$ cat src/rtl/core/ship_pkg.sv
// Shared constants for the RRIP/signature replacement block.
// No dependencies.
package ship_pkg;
  localparam int SETS = 2048;
  localparam int WAYS = 16;
  localparam int SIG_COUNT = 64;
  localparam int HIST_LEN = 4;
  localparam int DECAY_LOG2 = 12;
  localparam int SET_W = $clog2(SETS);
  localparam int WAY_W = $clog2(WAYS);
  localparam int SIG_W = $clog2(SIG_COUNT);
  localparam int HP_W = $clog2(HIST_LEN);
  localparam int ROW_W = WAYS * 2;
  localparam logic [0:0] ACT_QUERY = 1'b0;
  localparam logic [0:0] REG_STREAM = 1'b0;
  localparam logic [0:0] REG_REUSE = 1'b1;
  localparam logic [1:0] RRPV_TOP = 2'd3;
  localparam logic [1:0] CTR_TOP = 2'd3;
endpackage

$ cat src/rtl/core/ship_scan.sv
// Victim search over one set, one way per cycle with a shared compare.
// Depends on ship_pkg.
module ship_scan (
  input  logic                        clk,
  input  logic                        start,
  input  logic [ship_pkg::ROW_W-1:0]  rrpv_row,
  input  logic [ship_pkg::ROW_W-1:0]  cnt_row,
  output logic                        done,
  output logic [ship_pkg::WAY_W-1:0]  victim
);
  import ship_pkg::*;
  logic                busy;
  logic [WAY_W-1:0]    idx;
  logic                zfound, tfound;
  logic [WAY_W-1:0]    zway, tway, hway;
  logic [2:0]          tcnt;
  logic [1:0]          htop;
  logic [1:0]          r, c;

  assign r = rrpv_row[idx*2 +: 2];
  assign c = cnt_row[idx*2 +: 2];

  always_ff @(posedge clk) begin
    done <= 1'b0;
    if (start) begin
      busy <= 1'b1; idx <= '0; zfound <= 1'b0; tfound <= 1'b0;
      tcnt <= 3'd4; htop <= 2'd0; zway <= '0; tway <= '0; hway <= '0;
    end else if (busy) begin
      if (r == RRPV_TOP && c == 2'd0 && !zfound) begin
        zfound <= 1'b1; zway <= idx;
      end
      if (r == RRPV_TOP && {1'b0, c} < tcnt) begin
        tcnt <= {1'b0, c}; tway <= idx; tfound <= 1'b1;
      end
      if (r > htop) begin
        htop <= r; hway <= idx;
      end
      idx <= idx + 1'b1;
      if (idx == WAY_W'(WAYS - 1)) begin
        busy <= 1'b0; done <= 1'b1;
      end
    end
  end

  always_comb begin
    if (zfound) victim = zway;
    else if (tfound) victim = tway;
    else victim = hway;
  end
endmodule

$ cat config.mk
export PLATFORM = sky130hd
export DESIGN_NAME = ship_scan
export DESIGN_NICKNAME = d
export VERILOG_FILES = /design/src/rtl/core/ship_pkg.sv /design/src/rtl/core/ship_scan.sv
export SDC_FILE = /design/constraint.sdc
export NUM_CORES = 1
export LEC_CHECK = 0
export ABC_AREA = 1
export BUFFER_PORTS_ARGS = -buffer_cell sky130_fd_sc_hd__clkbuf_2
export CAP_MARGIN = 20
export CORE_MARGIN = 1
export CORE_UTILIZATION = 50
export DETAILED_ROUTE_END_ITERATION = 10
export MAX_ROUTING_LAYER = met4
export PLACE_DENSITY = 0.83
export SETUP_SLACK_MARGIN = 0.3
export SKIP_LAST_GASP = 1
export SLEW_MARGIN = 20
export SYNTH_ARGS = -nofsm -noshare
export SYNTH_HDL_FRONTEND = slang
export SYNTH_SLANG_ARGS = --single-unit
$ cat constraint.sdc
create_clock -name clk -period 2.35 [get_ports clk]
set_input_delay 0.1175 -clock clk [delete_from_list [all_inputs] [get_ports clk]]
set_output_delay 0.1175 -clock clk [all_outputs]
set_load 0.005 [all_outputs]
# ---- After elaboration in Yosys (flattened, before gate mapping)
# Index checks and enable logic that the tools add are counted.
dict set report totals {
  register_bits 25
  in_bits 66
  out_inout_bits 5
  word_cells 32
}
dict set report op_classes {
  n_addsub 1
  order_cmp 2
  eq_ne 2
  n_shift 2
  muxes 5
  bitwise 1
  n_reduce_logical 9
}
# op count
set ops {}
lappend ops {{$shiftx A32 B6 Y2} 2}
lappend ops {{$mux W4} 2}
lappend ops {{$reduce_and A2 Y1} 3}
lappend ops {{$add A4 B1 Y4 const B} 1}
lappend ops {{$eq A4 B4 Y1 const B} 1}
lappend ops {{$logic_and A1 B1 Y1} 3}
lappend ops {{$lt A2 B3 Y1} 1}
lappend ops {{$mux W1} 3}
lappend ops {{$eq A2 B2 Y1 const B} 1}
lappend ops {{$gt A2 B2 Y1} 1}
lappend ops {{$logic_not A2 Y1} 1}
lappend ops {{$reduce_or A2 Y1} 1}
lappend ops {{$logic_not A1 Y1} 1}
lappend ops {{$not A1 Y1} 1}

# ---- Depth between registers and ports, before layout
dict set report logic_depth {
  word_depth 5
  ltp_mapped 19
  depth_no_buf 17
}

# ---- Least setup slack after synthesis
# OpenSTA, ideal clock, no wires.
dict set report synth_path {
  path_kind {register to register}
  start {reg idx[0]}
  end {reg htop[0]}
  setup_ps 116
  arrival_time_ps 1987
  required_ps 2234
  setup_slack_ps 246
  stages_incl_launch_ff 20
  n_path_buf 3
  period_less_slack_ps 2104
  cell_sequence {dfxtp_1 -> buf_6 -> inv_4 -> buf_6 -> nand2_1 -> nand3_1 -> nand2_1 -> nand2_1 -> nand2_1 -> inv_1 -> nand2_2 -> inv_1 -> ha_1 -> nand2_1 -> nand2_1 -> nor2_1 -> clkbuf_1 -> nand2_1 -> o211ai_1 -> inv_1}
}
dict set report synth_between {
  elab_chain_len 3
}
# item line
set synth_rtl {}
lappend synth_rtl {{start: declaration} ship_scan.sv:13} ;# logic [WAY_W-1:0] idx;
lappend synth_rtl {{start signal: assignment} ship_scan.sv:38} ;# idx <= idx + 1'b1;
lappend synth_rtl {{$shiftx A32 B6 Y2 (*)} ship_scan.sv:20} ;# assign r = rrpv_row[idx*2 +: 2];
lappend synth_rtl {{$gt A2 B2 Y1} ship_scan.sv:35} ;# if (r > htop) begin
lappend synth_rtl {{$reduce_and A2 Y1 (no line)} -}
lappend synth_rtl {{end signal: assignment} ship_scan.sv:36} ;# htop <= r; hway <= idx;
lappend synth_rtl {{end: declaration} ship_scan.sv:17} ;# logic [1:0] htop;
# Mark *: on every way between the ends. The rest lies on a longest branch, timed or not.
# A chain may end at the register's enable or synchronous reset.

# ---- Final worst setup path
dict set report layout_path {
  start {reg idx[0]}
  end {reg tway[0]}
}
dict set report layout_between {
  elab_chain_len 4
  word_cells_on_any_way 6
  classes_between {order compare (1); eq/ne (1); shift (2); reduce/logical (2)}
}
# item line
set layout_rtl {}
lappend layout_rtl {{$shiftx A32 B6 Y2} ship_scan.sv:21} ;# assign c = cnt_row[idx*2 +: 2];
lappend layout_rtl {{via c[1]} ship_scan.sv:18} ;# logic [1:0] r, c;
lappend layout_rtl {{$lt A2 B3 Y1} ship_scan.sv:32} ;# if (r == RRPV_TOP && {1'b0, c} < tcnt) begin
lappend layout_rtl {{$logic_and A1 B1 Y1} ship_scan.sv:32}
lappend layout_rtl {{$reduce_and A2 Y1 (no line)} -}
lappend layout_rtl {{end signal: assignment} ship_scan.sv:27} ;# tcnt <= 3'd4; htop <= 2'd0; zway <= '0; tway <= '0; hway <= '0;
lappend layout_rtl {{end signal: assignment} ship_scan.sv:33} ;# tcnt <= {1'b0, c}; tway <= idx; tfound <= 1'b1;
lappend layout_rtl {{end: declaration} ship_scan.sv:15} ;# logic [WAY_W-1:0] zway, tway, hway;
# The timed path passes the listed nets, and every way through them passes these cells.

==> results.ini <==
[outcome]
outcome = completed

[yosys]
ys_seq_area_share_pct = 25.0
synth_cell_types = 24
synth_area_mm2 = 0.00200
yosysWarnings = 0
synth_cells = 359
synth-seq-cells = 25
synth.avg_cell_area_um2 = 5.58
synth_nets = 429

[route]
via_count = 2506
dr.pass1.iters = 4
wl_per_cell_um = 12.0
drtAntennaViolNets = 0
wl_um = 5840
drt_iter0_drc = 141
drc = 0
avgViaCountPerCell = 5.14

[worst_setup_path]
criticalPathCategory = flop to flop
r2r_slack_ns = 0.28
worstSetupEndpointType = flop
required_ns = 2.55
reg2reg_depth = 15
cp.arrival_ns = 2.27
critPathLaunchType = flop
timing.rr.end = tway[0]
setup.worst_path.start = idx[0]
regToRegStartpoint = idx[0]
cp-endpoint = tway[0]
crit_fanout = 8

[cells_and_area]
antenna_cells = 0
layout_common_cells = nand2_1, clkbuf_2, inv_1
layout-drive-gt1-share_pct = 34.8
num-nets-final = 511
final_common_cell = nand2_1
instances_no_fill = 488
area_growth_pct = 41.2
nFillCells = 279

[sta]
finalHoldViolCount = 0
worst_slack_ns = 0.278
setup_viol = 0
layout_min_cycle_time_ns = 2.07
slew_headroom_pct = 60.6
fin_skew_ns = 0.00279
fmax_mhz = 483
slew_viol_final = 0
tightest_slew_ns = 0.590
rsz0062_at_grt = true
tns_ns = 0
whs_ns = 0.114
min_period_over_period_pct = 88.2

[clock_tree]
clk_pin_slew_ns = 0.09
cts-root-buf = clkbuf_8
cts_made_buffers = 3
cts_tree = built
postCtsHoldBufs = 0
clock_path_buffers = 2
clk_latency_ns = 0.27
cts_sinks = 25
htreeDepth = 1

[power_and_ir_drop]
p_leak_nw = 1.60
power.density_mw_per_mm2 = 615
peakVddDrop_v = 0.000628

[floorplanning]
die_y_um = 65.3
rows = 22
die_x_um = 65.3
dieArea_mm2 = 0.00426
core-area_mm2 = 0.00374
io_pins = 71
start_util_pct = 53.5

[global_route]
grt_pass1_vias = 2116
grtUsageTotal_pct = 26.8
grt_pass1_wl_um = 8960
grt_antenna_before_repair = 0
grt_overflow = 0
grt_max_degree = 34

[placement]
dp.final_hpwl_um = 3580
gp_congestion = 0.846
dp.cells = 467
dp_slack_ns = 0.177
port_buffers = 70

[hold_path]
hp-class = primary input to flop

[run]
max-cap-violations = 0

worst min-delay path by stage:
stage               startpoint      to  cells past startpoint
CTS                      start  tfound                      2
finish                   start  tfound                      2
floorplan                start  tfound                      1
detailed placement       start  tfound                      2
global placement         start  tfound                      2
global route             start  tfound                      2
metal layers:
layer  GRT usage (%)  wire length, um  vias up
met2            47.4             2950       96
li1                -                -     1267
met4            4.35               77        0
met1            32.2             2460     1132
met3            4.51              356       11
met5               -                0        -
flip-flops by register name (all words and copies together) (netlist names):
signal and flops:
busy 1, done 1, htop 2, hway 4
idx 4, tcnt 3, tfound 1, tway 4
zfound 1, zway 4
logic make-up (layout without fill, tap and decap cells):
family | after synthesis | in the layout | synth area share (%)
AND/OR/NAND/NOR | 213 | 215 | 44.3
buffers and inverters | 81 | 160 | 18.7
AO/OA/AOI/OAI | 36 | 36 | 9.50
flip-flops | 25 | 25 | 25.0
adder cells (fa/ha/maj) | 4 | 4 | 2.50
area by class of cell:
cell class	instances	area (um2)	area share, %
Inverter	64	255	9.03
Timing Repair Buffer	90	576	20.4
Tap cell	48	60.1	2.12
Sequential cell	25	504	17.8
Timing Repair inverter	2	20.0	0.708
Multi-Input combinational cell	255	1370	48.3
Clock buffer	4	45.0	1.59
power breakdown:
group          switching [W]  total (W)  internal (W)  leakage, nW
registers          0.0000674   0.000574      0.000507        0.205
clock network       0.000138   0.000259      0.000121       0.0228
logic               0.000491   0.000904      0.000412         1.37
total               0.000697    0.00174       0.00104         1.60
through the flow:
stage | utilization (%) | power (W) | cell area [um2]
2_1_floorplan | - | 0.00101 | 2000
3_3_place_gp | 62.7 | 0.00117 | 2350
3_5_place_dp | 62.7 | 0.00118 | 2350
4_1_cts | 64.4 | 0.00144 | 2410
5_1_grt | 75.5 | 0.00186 | 2830
6_report | 75.5 | 0.00174 | 2830
cells in the mapped netlist:
cell type	number	area share (%)
nand2_1	126	24
inv_1	58	11
nand3_1	43	11
nor2_1	31	5.8
dfxtp_1	25	25
a21oi_1	21	5.2
o21ai_0	10	2.5
buf_6	6	3.4
buf_4	5	1.9
nand2_2	5	1.6
ha_1	4	2.5
buf_2	3	0.75
clkbuf_1	3	0.56
clkinv_1	3	0.56
nor3_1	3	0.75
inv_2	2	0.38
nor2_2	2	0.62
nor4_1	2	0.62
o211ai_1	2	0.75
a21oi_2	1	0.44
a31oi_1	1	0.31
inv_4	1	0.31
nor2_4	1	0.56
o21ai_1	1	0.25
worst max-delay path, cell delays in order, from the launching register on:
cell and delay (ns):
dfxtp_4 0.38, buf_4 0.14, buf_6 0.13, nor2_4 0.09, nor2_1 0.04, o21ai_1 0.08, nand3_1 0.11, nand3_2 0.13
nand2_4 0.08, ha_4 0.26, inv_2 0.04, nor2_4 0.16, nand2_4 0.12, nand3_2 0.09, nand2_1 0.05, nor2_1 0.13
timing repair:
item                                    CTS  global route
endpoints found under the setup margin   14            14
resized for setup                         7            65
gates cloned                              1             6
pin swaps                                 1            32
buffers inserted                          0            10
Power figures use the tool's default switching activity.
