$ cat src/rtl/core/ship_ram.sv
// Generic single-port-write, single-read RAM with registered read.
// No dependencies.
module ship_ram #(
  parameter int WIDTH = 8,
  parameter int DEPTH = 16
) (
  input  logic                     clk,
  input  logic                     we,
  input  logic [$clog2(DEPTH)-1:0] waddr,
  input  logic [WIDTH-1:0]         wdata,
  input  logic [$clog2(DEPTH)-1:0] raddr,
  output logic [WIDTH-1:0]         rdata
);
  logic [WIDTH-1:0] mem [DEPTH];
  always_ff @(posedge clk) begin
    if (we) mem[waddr] <= wdata;
    rdata <= mem[raddr];
  end
endmodule

$ cat config.mk
export PLATFORM = sky130hd
export DESIGN_NAME = ship_ram
export DESIGN_NICKNAME = d
export VERILOG_FILES = /design/src/rtl/core/ship_ram.sv
export SDC_FILE = /design/constraint.sdc
export NUM_CORES = 1
export LEC_CHECK = 0
export ABC_AREA = 0
export BUFFER_PORTS_ARGS = -buffer_cell sky130_fd_sc_hd__buf_2
export CORE_ASPECT_RATIO = 2
export CORE_MARGIN = 1.5
export CORE_UTILIZATION = 60
export CTS_CLUSTER_DIAMETER = 50
export CTS_CLUSTER_SIZE = 30
export DETAILED_ROUTE_END_ITERATION = 8
export GPL_ROUTABILITY_DRIVEN = 1
export PLACE_DENSITY = 0.9
export SYNTH_ARGS = -nofsm -noshare
export SYNTH_HDL_FRONTEND = slang
export SYNTH_SLANG_ARGS = --single-unit
$ cat constraint.sdc
create_clock -name clk -period 2.2 [get_ports clk]
set_input_delay 0 -clock clk [delete_from_list [all_inputs] [get_ports clk]]
set_output_delay 0 -clock clk [all_outputs]
set_load 0.05 [all_outputs]
=== Yosys cells after proc, flatten, opt, wreduce, memory -nomap -nowiden ===
Memory sizes are Yosys's and may differ from the RTL's. A register that Yosys moved wholly into a read port is not among the register bits.
Index checks and enable logic that the tools add are counted.

* Muxes and demuxes: 2

{| class="wikitable"
|+ Operators with widths
! kind !! number
|-
| $mux W1 || 2
|}

* Memories kept: 1
* Word-level logic and storage cells: 3
* Bits in writable memories: 128
* Register bits: 0
* Output and inout bits: 8

{| class="wikitable"
|+ Memories
! name !! words !! width !! rd ports !! clocked after Yosys merged registers in !! write ports !! line !! RTL
|-
| mem || 16 || 8 || 1 || 1 || 1 || 14 || <nowiki>logic [WIDTH-1:0] mem [DEPTH];</nowiki>
|}

=== Longest topological paths before layout ===
Gate-level depths: netlist of the first run.

* Depth after elaboration: 2
* Gate-level depth with buffers: 5
* Depth with buffers taken out: 3

=== Worst setup path before layout of the first run ===
No wires, ideal clock.

* Kind: input port to flip-flop
* From: input port waddr[2]
* To: memory mem[0][0], enable pin
* Required time: 1.817 ns
* Arrival: 1.110 ns
* Setup slack: 0.707 ns
* Stages on the path: 2
* Path buffers: 0
* Cells stage by stage: or3b_2 > nor3_1

{| class="wikitable"
|+ RTL lines
! item !! line !! RTL
|-
| start, declared || 9 || <nowiki>input logic [$clog2(DEPTH)-1:0] waddr,</nowiki>
|-
| end, declared || 14 ||
|}

Straight into the memory's write port.

==> flow_metrics.tcl, run 1 <==
set metrics [dict create \
    result_of_the_run "finished, final reports clean" \
    startpoint_type "register" \
    post-route-drc-count 0 \
    preCtsSetupSlack_ns 0.632 \
    worstSetupEndpointType "register" \
    combPwrFrac_pct 5.3 \
    numCtsBuffers 17 \
    num-nets-final 303 \
    power.density_cell_area_nw_per_um2 1020 \
    cp.depth 3 \
    postCtsResizedCells 0 \
    layout.cells.most_common "sky130_fd_sc_hd__edfxtp_1" \
    min_from "waddr[0]" \
    routed_vias_inst 6.38 \
    synth_cell_type_count 19 \
    p_leak_nw 2.12 \
    fp.dieArea_um2 9180 \
    synth_top_area_share_pct 74.7 \
    p_seq_share_pct 46.6 \
    final_hold_viol_count 0 \
    crit_path_max_incr_delay_ns 0.57 \
    drt-total-wl_um 10200 \
    yosys_warnings 0 \
    wire_per_inst_um 25.7 \
    areaGrowthSynthToFinish_pct 19.3 \
    coreArea_um2 8290 \
    tritoncts "yes" \
    grt_setup_unrepaired "no" \
    largest_net_degree_at_the_start_of_global_routing 33 \
    finalMaxSlewViolations 0 \
    maximum_level_of_the_cts_h_tree 4 \
    detailed_place_hpwl_um 6250 \
    wire_length_of_the_first_global_routing_pass_um 15300 \
    synth.cell_area_um2 5150 \
    maxCapViolations 0 \
    route.vias.total 2528 \
    crit_type "register to register" \
    final.period_utilization_pct 65.1 \
    die-width_um 68.5 \
    crit_path_start "mem[0][3]" \
    port_buffers 25 \
    cpLargestDelayFamily "multiplexers" \
    layout_common_cells "sky130_fd_sc_hd__edfxtp_1, sky130_fd_sc_hd__buf_2, sky130_fd_sc_hd__mux4_2" \
    tightestPinTransition_ns 0.769 \
    synth.area.top_cells "sky130_fd_sc_hd__edfxtp_1, sky130_fd_sc_hd__mux4_2, sky130_fd_sc_hd__mux4_1" \
    timing.critical_path.required_ns 2.51 \
    min_period_ns 1.43 \
    top_level_ports 26 \
    grt_pass1_vias 2732 \
    power_dissipated_by_switching_net_loads_mw 1.24 \
    overflow 0 \
    final.fill_count 429 \
    floorplan_die_height_um 134 \
    clock-root-buffer "sky130_fd_sc_hd__clkbuf_16" \
    fmaxAchievable_ghz 0.698 \
    seq_area_frac_synth_pct 77.8 \
    floorplan.rows 47 \
    fraction_of_final_layout_cells_with_drive_strength_greater_than_1_pct 29.2 \
    initial_drt_markers 246 \
    rr_startpoint "mem[0][3]" \
    numClockSinks 136 \
    antenna_found_initial 0 \
    start_util_pct 62.1 \
    crit_path_top_delay_cell "sky130_fd_sc_hd__mux4_1" \
    cts.clk_slew.worst_paths_ns 0.06 \
    cp_num_buf_inv 0 \
    timing.hold.worst.class "input pin to register" \
    finalSetupViolations 0 \
    ant_nets 0 \
    synth_top_area_cell "sky130_fd_sc_hd__edfxtp_1" \
    timing.reg2reg.setup_slack_ns 0.77 \
    grt.total_usage_pct 25.5 \
    timing.max_slew.rel_slack_pct 48.7 \
    antenna_cells 0 \
    clock_skew_ns 0.00833 \
    timing.critical_path.cells "mux4_1 > a22oi_1 > nand2_1" \
    hold-path-endpoint "mem[0][0]" \
    proportion_of_total_power_due_to_net_switching_pct 19.8 \
    vdd_drop_max_mv 0.905 \
    clock_tree.buffer_depth 2 \
    critical_path.max_fanout 1 \
    internal_power_mw 5.02 \
    holdPathStages 3 \
    dr.pass1.iters 4 \
    syn-mean-instance-area_um2 22.5 \
    whs_ns 0.154 \
    finalWorstSetupSlack_ns 0.767 \
    worst-endpoint-arrival_ns 1.74 \
    clk_lat_worst_skew_ns 0.42 \
    setup_total_negative_slack_ns 0 \
    syn-instance-count 229 \
    synth_nets 247 \
    worst-r2r-cell-count 3 \
    worst_r2r_endpoint "rdata[3]" \
    gp_routability_congestion 0.830 \
    p_clk_share_pct 48.0 \
    yosys_register_bits 136 \
]
==> area by class of cell <==
type                            count  area, um^2  share of cell area, %
Tap cell                           98         123                   2.00
Clock buffer                       18         429                   6.99
Clock inverter                     14         204                   3.32
Multi-Input combinational cell     83        1060                   17.2
Timing Repair Buffer               47         323                   5.26
Sequential cell                   136        4000                   65.2
==> Yosys cell counts (all sizes together) <==
cell	number
edfxtp	128
mux4	32
a22oi	16
nor2	13
nand2	9
dfxtp	8
buf	7
nor3	4
clkdlybuf4s25	3
nand2b	2
nand3b	2
and2	1
and2b	1
nand3	1
nor2b	1
or3b	1
==> worst max path at each step <==
| stage | end | slack, ns |
|---|---|---|
| final | rdata[3] | 0.77 |
| after detailed placement | mem[1][2] | 0.63 |
| after CTS | rdata[3] | 0.78 |
| after floorplan | mem[0][0] | 0.71 |
| after global routing | rdata[0] | 0.74 |
| after global placement | mem[3][2] | 0.73 |
==> state kept, by name, indices dropped and copies added (netlist names) <==
signal,count
rdata,8
mem,128
==> stage by stage <==
stage          area, um^2  util, %  std cells  power [mW]
6_report             6140     74.0        396        6.25
5_1_grt              6140     74.0        396        6.41
4_1_cts              6140     74.0        396        6.29
3_5_place_dp         5430     65.4        356        3.29
3_3_place_gp         5430     65.4        356        3.27
2_1_floorplan        5150        -        229        3.17
==> cell families after synthesis <==
family	synth area share (%)
flops	77.8
mux	15.0
buf+inv	1.68
compound gates	2.33
simple gates	3.18
==> power by group through the flow <==
stage	clock (mW)	sequential (mW)	combinational, mW
final	3.00	2.92	0.334
after global routing	3.13	2.92	0.357
after global placement	0	2.96	0.307
after CTS	3.03	2.92	0.337
after detailed placement	0	2.97	0.320
after floorplan	0	3.02	0.147
==> timing repair <==
action / in CTS / in global routing
endpoints found under the hold margin: 128 / 0
buffers inserted: 0 / 0
hold buffers: 8 / 0
==> routing by layer <==
metal  wire, um  vias up  global-route usage, %
met4        539        0                   17.1
met2       5510      141                   40.3
met3        644       33                   7.89
met1       3480     1268                   28.8
met5          0        -                      0
li1           -     1086                      -
==> tightest hold or removal path, stage by stage <==
cell	delay, ns
sky130_fd_sc_hd__buf_2	0.14
sky130_fd_sc_hd__nor3_1	0.06
sky130_fd_sc_hd__buf_4	0.18
Note: power is estimated with default switching activity, not from simulation.
==> inputs of run 2 (changes only) <==
- ABC_AREA: 0 -> 1
- CORE_UTILIZATION: 60 -> 55
- PLACE_DENSITY: 0.9 -> 0.87
- clock period: 2.2 -> 1.19 ns (I/O delays scaled with it)
==> flow_metrics.tcl, run 2 <==
set metrics [dict create \
    result_of_the_run "finished, final reports clean" \
    ant_nets 0 \
    maxCapViolations 0 \
    syn-instance-count 551 \
    synth_cell_type_count 12 \
    numClockSinks 136 \
    post_cts.repair.setup_buffers 0 \
    coreArea_um2 10100 \
    synth_nets 569 \
    finalSetupViolations 0 \
    routed_vias_inst 5.42 \
    numCtsBuffers 17 \
    yosys_warnings 0 \
    largest_register_ffs 128 \
    top_level_ports 26 \
    async_reset_ff_share_pct 0 \
    rr_startpoint "mem[1][3]" \
    areaGrowthSynthToFinish_pct 17.3 \
    startpoint_type "register" \
    fmaxAchievable_ghz 0.960 \
    globalRouteMet3Util_pct 5.59 \
    antenna_found_initial 0 \
    grt_pass1_vias 4050 \
    synth_enable_flop_cells 128 \
    min_from "wdata[4]" \
    drt-total-wl_um 13400 \
    final_hold_viol_count 0 \
    fraction_of_final_layout_cells_with_drive_strength_greater_than_1_pct 12.9 \
    start_util_pct 56.8 \
    initial_drt_markers 447 \
    synth_top_area_cell "sky130_fd_sc_hd__edfxtp_1" \
    tightestPinTransition_ns 0.438 \
    postCtsResizedCells 0 \
    setup_total_negative_slack_ns 0 \
    port_buffers 25 \
    clock_skew_ns 0.00716 \
    synth_top_area_share_pct 66.7 \
    overflow 0 \
    timing.reg2reg.setup_slack_ns 0.15 \
    largest_registers "mem: 128 flops, rdata: 8 flops" \
    layout_common_cells "sky130_fd_sc_hd__nand2_1, sky130_fd_sc_hd__edfxtp_1, sky130_fd_sc_hd__inv_1" \
    floorplan_die_height_um 148 \
    yosys_register_bits 136 \
    num-nets-final 616 \
    layout.cells.most_common "sky130_fd_sc_hd__nand2_1" \
    finalMaxSlewViolations 0 \
    totalPowerFinal_mw 11.6 \
    critical_path.max_fanout 1 \
    clk_lat_worst_skew_ns 0.42 \
    grt_setup_unrepaired "no" \
    largest_net_degree_at_the_start_of_global_routing 65 \
    dr.pass1.iters 5 \
    final.period_utilization_pct 87.5 \
    tritoncts "yes" \
    crit_type "register to register" \
    timing.max_slew.rel_slack_pct 70.8 \
    wire_per_inst_um 18.0 \
    fp.dieArea_um2 11100 \
    p_leak_nw 2.96 \
    wire_length_of_the_first_global_routing_pass_um 20700 \
    final.fill_count 751 \
    power.density_cell_area_nw_per_um2 1710 \
    gp_routability_congestion 0.870 \
    post-route-drc-count 0 \
    clock_tree.buffer_depth 2 \
    worst-r2r-cell-count 6 \
    hold-path-endpoint "mem[2][4]" \
    synth.cell_area_um2 5770 \
    finalWorstSetupSlack_ns 0.149 \
    cts.clk_slew.worst_paths_ns 0.06 \
    synth_top_cells_by_count "sky130_fd_sc_hd__nand2_1, sky130_fd_sc_hd__edfxtp_1, sky130_fd_sc_hd__inv_1, sky130_fd_sc_hd__nand3_1, sky130_fd_sc_hd__nor2_1" \
    registers.top_by_ff_count "mem" \
    syn-mean-instance-area_um2 10.5 \
    seq_area_frac_synth_pct 69.4 \
    min_period_ns 1.04 \
    vdd_drop_max_mv 1.52 \
    holdPathStages 1 \
    worst-endpoint-arrival_ns 1.35 \
    detailed_place_hpwl_um 8570 \
    floorplan.rows 52 \
    worstSetupEndpointType "register" \
    preCtsSetupSlack_ns 0.0910 \
    synth_top_flop_cell "sky130_fd_sc_hd__edfxtp_1" \
    use_met1_pct 29.6 \
    top_count_cell_post_synth "sky130_fd_sc_hd__nand2_1" \
    clock-root-buffer "sky130_fd_sc_hd__clkbuf_16" \
    maximum_level_of_the_cts_h_tree 4 \
    global_route.peak_usage_layer "met2" \
    die-width_um 75.4 \
    global_route.usage.met2_pct 41.8 \
    synth.area.top_cells "sky130_fd_sc_hd__edfxtp_1, sky130_fd_sc_hd__nand2_1, sky130_fd_sc_hd__nand3_1" \
    timing.critical_path.required_ns 1.50 \
    timing.hold.worst.class "input pin to register" \
    holdBufCountCts 4 \
    finish.utilization_pct 66.7 \
    route.vias.total 4043 \
    antenna_cells 0 \
    worst_r2r_endpoint "rdata[3]" \
    grt.total_usage_pct 26.5 \
]
-- run 2: cell count changes after synthesis, moves of 4 or more --
cell / change
sky130_fd_sc_hd__nand3_1: +96
sky130_fd_sc_hd__a22oi_1: -16
sky130_fd_sc_hd__inv_1: +100
sky130_fd_sc_hd__mux4_1: -14
sky130_fd_sc_hd__mux4_2: -18
sky130_fd_sc_hd__nor2_1: +4
sky130_fd_sc_hd__nor3_1: -4
sky130_fd_sc_hd__buf_2: +10
sky130_fd_sc_hd__nand2_1: +164
-- run 2: final cells by class --
type                    count  area [um^2]  share of cell area (%)
clock buffers              17          425                    6.29
clock inverters            15          184                    2.72
inverters                 102          383                    5.66
multi-input cells         289         1210                    17.9
flip-flops and latches    136         4000                    59.2
well taps                 135          169                    2.50
repair buffers             52          388                    5.73
-- run 2: metrics by stage --
step / cells / hold slack (ns) / area (um^2)
2_1_floorplan: 551 / 0.0989 / 5770
3_3_place_gp: 710 / 0.372 / 6120
3_5_place_dp: 710 / 0.378 / 6120
4_1_cts: 746 / 0.0194 / 6770
5_1_grt: 746 / 0.0221 / 6770
6_report: 746 / 0.0298 / 6770
-- run 2: cell families (layout without fill, tap and decap cells) --
kind of cell	Yosys count	in the layout	share of synthesized area (%)
simple gates	289	289	21.0
flops	136	136	69.4
buf+inv	126	186	9.52
-- run 2: how the worst max path moves through the flow --
stage | from | to | cells after the start
final | mem[1][3] | rdata[3] | 6
after global routing | mem[13][7] | rdata[7] | 6
after CTS | rdata[6] | rdata[6] | 1
after detailed placement | raddr[0] | rdata[7] | 8
after global placement | raddr[0] | rdata[0] | 8
after floorplan | waddr[2] | mem[10][0] | 2
-- run 2: worst max-delay path: stages (launching register included) --
cell and delay [ns]:
sky130_fd_sc_hd__edfxtp_1 0.36, sky130_fd_sc_hd__inv_1 0.07, sky130_fd_sc_hd__nand2_1 0.04, sky130_fd_sc_hd__nand3_1 0.09, sky130_fd_sc_hd__nand3_1 0.19, sky130_fd_sc_hd__nand3_1 0.14, sky130_fd_sc_hd__nand2_1 0.06
-- run 2: report_power, final --
group	internal, mW	switching (mW)
Combinational	0.218	0.582
Clock	3.47	1.93
Sequential	5.36	0.0329
Total	9.04	2.54
-- run 2: routing by layer --
layer / vias up / routed length (um)
met5: - / 0
met2: 202 / 6830
li1: 1870 / -
met1: 1911 / 4670
met3: 60 / 829
met4: 0 / 1080
==> inputs of run 3 (changes only) <==
- BUFFER_PORTS_ARGS: -buffer_cell sky130_fd_sc_hd__buf_2 -> -buffer_cell sky130_fd_sc_hd__buf_4
==> flow_metrics.tcl, run 3 (synthesis results as in run 2) <==
set metrics [dict create \
    result_of_the_run "finished, final reports clean" \
    fmaxAchievable_ghz 0.947 \
    layout.cells.most_common "sky130_fd_sc_hd__nand2_1" \
    maxCapViolations 0 \
    timing.hold.worst.class "input pin to register" \
    finalMaxSlewViolations 0 \
    p_leak_nw 2.94 \
    registers.top_by_ff_count "mem" \
    initial_drt_markers 418 \
    top_level_ports 26 \
    timing.critical_path.cells "inv_1 > nand2_1 > nand3_1 > nand3_1 > nand3_1 > nand2_1" \
    cp.depth 6 \
    antenna_found_initial 0 \
    holdPathStages 4 \
    whs_ns 0.0233 \
    overflow 0 \
    num-nets-final 619 \
    port_buffers 25 \
    post_cts.repair.setup_buffers 0 \
    crit_type "register to register" \
    finalSetupViolations 0 \
    floorplan_die_height_um 148 \
    maximum_level_of_the_cts_h_tree 4 \
    min_from "raddr[2]" \
    crit_path_top_delay_cell "sky130_fd_sc_hd__edfxtp_1" \
    grt_setup_unrepaired "no" \
    largest_register_ffs 128 \
    holdBufCountCts 9 \
    worst-r2r-cell-count 6 \
    cpLargestDelayFamily "simple AND/OR/NAND/NOR gates" \
    final.period_utilization_pct 88.8 \
    power.density_cell_area_nw_per_um2 1580 \
    start_util_pct 56.8 \
    final.fill_count 754 \
    layout_common_cells "sky130_fd_sc_hd__nand2_1, sky130_fd_sc_hd__edfxtp_1, sky130_fd_sc_hd__inv_1" \
    hold-path-endpoint "rdata[1]" \
    clk_lat_worst_skew_ns 0.40 \
    totalPowerFinal_mw 10.6 \
    cts.clk_slew.worst_paths_ns 0.06 \
    wire_length_of_the_first_global_routing_pass_um 20200 \
    drt-total-wl_um 12800 \
    vdd_drop_max_mv 1.17 \
    fp.dieArea_um2 11100 \
    wire_per_inst_um 17.1 \
    internal_power_mw 8.24 \
    combPwrFrac_pct 7.7 \
    startpoint_type "register" \
    areaGrowthSynthToFinish_pct 16.9 \
    antenna_cells 0 \
    route.vias.total 3961 \
    timing.critical_path.required_ns 1.49 \
    fraction_of_final_layout_cells_with_drive_strength_greater_than_1_pct 11.9 \
    tritoncts "yes" \
    ant_nets 0 \
    p_seq_share_pct 50.7 \
    post-route-drc-count 0 \
    proportion_of_total_power_due_to_net_switching_pct 22.6 \
    numCtsBuffers 17 \
    min_period_ns 1.06 \
    postCtsResizedCells 0 \
    largest_net_degree_at_the_start_of_global_routing 65 \
    detailed_place_hpwl_um 8290 \
    clock_tree.buffer_depth 2 \
    largest_registers "mem: 128 flops, rdata: 8 flops" \
    timing.reg2reg.setup_slack_ns 0.13 \
    critical_path.max_fanout 1 \
    coreArea_um2 10100 \
    worst-endpoint-arrival_ns 1.36 \
    crit_path_max_incr_delay_ns 0.40 \
    final_hold_viol_count 0 \
    routed_vias_inst 5.29 \
    clock-root-buffer "sky130_fd_sc_hd__clkbuf_16" \
    die-width_um 75.4 \
    worst_r2r_endpoint "rdata[1]" \
    power_dissipated_by_switching_net_loads_mw 2.41 \
    numClockSinks 136 \
    clock_skew_ns 0.00676 \
    tightestPinTransition_ns 0.287 \
    floorplan.rows 52 \
    dr.pass1.iters 7 \
    grt_pass1_vias 3919 \
    critPathMostFrequentCell "sky130_fd_sc_hd__nand3_1" \
    worstSetupEndpointType "register" \
    rr_startpoint "mem[1][1]" \
    timing.max_slew.rel_slack_pct 80.9 \
    grt.total_usage_pct 25.7 \
    p_clk_share_pct 41.6 \
    cp_num_buf_inv 1 \
    gp_routability_congestion 0.861 \
    setup_total_negative_slack_ns 0 \
]
run 3: changes by cell type in the layout (fill, tap and decap cells not counted), sizes merged:
cell and delta:
clkinv -1, clkbuf +5, buf -2, dlygate4sd3 +5, bufinv -4
run 3: power groups by stage:
| stage | Sequential (mW) | Clock (mW) | Combinational (mW) |
|---|---|---|---|
| 6_report | 5.39 | 4.43 | 0.823 |
| 5_1_grt | 5.40 | 4.69 | 0.890 |
| 4_1_cts | 5.39 | 4.48 | 0.820 |
| 3_5_place_dp | 5.49 | 0 | 0.791 |
| 3_3_place_gp | 5.48 | 0 | 0.769 |
| 2_1_floorplan | 5.59 | 0 | 0.378 |
run 3: routing by layer:
metal	GRT usage, %	vias up	share of wire, %
met4	15.6	0	5.3
met1	29.3	1861	35
met5	0	-	0
met2	43.1	181	54
met3	4.84	43	5.1
li1	-	1876	-
run 3: worst register-to-register path, cell delays in order, from the launching register on:
cell	delay, ns
sky130_fd_sc_hd__edfxtp_1	0.40
sky130_fd_sc_hd__inv_1	0.07
sky130_fd_sc_hd__nand2_1	0.06
sky130_fd_sc_hd__nand3_1	0.10
sky130_fd_sc_hd__nand3_1	0.12
sky130_fd_sc_hd__nand3_1	0.14
sky130_fd_sc_hd__nand2_1	0.06
run 3: through the flow:
step | util [%] | area (um^2) | setup slack (ns) | instances
finish | 66.4 | 6740 | 0.134 | 749
global route | 66.4 | 6740 | 0.0664 | 749
CTS | 66.4 | 6740 | 0.158 | 749
detailed placement | 60.6 | 6150 | 0.0944 | 708
global placement | 60.6 | 6150 | 0.115 | 708
floorplan | - | 5770 | 0.239 | 551
run 3: worst max path at each step:
| stage | from | to | slack [ns] |
|---|---|---|---|
| after CTS | mem[1][6] | rdata[6] | 0.16 |
| after detailed placement | raddr[0] | rdata[6] | 0.09 |
| after global placement | raddr[0] | rdata[6] | 0.11 |
| after global routing | mem[3][7] | rdata[7] | 0.07 |
| after floorplan | waddr[2] | mem[10][0] | 0.24 |
| final | mem[1][1] | rdata[1] | 0.13 |
run 3: final cells by class:
type                       count  area [um^2]  area share (%)
clock inverter                10         56.3           0.835
inverter                     102          383            5.68
timing repair buffer          55          473            7.01
sequential                   136         4000            59.4
multi-input combinational    289         1210            18.0
clock buffer                  22          444            6.59
tap                          135          169            2.51
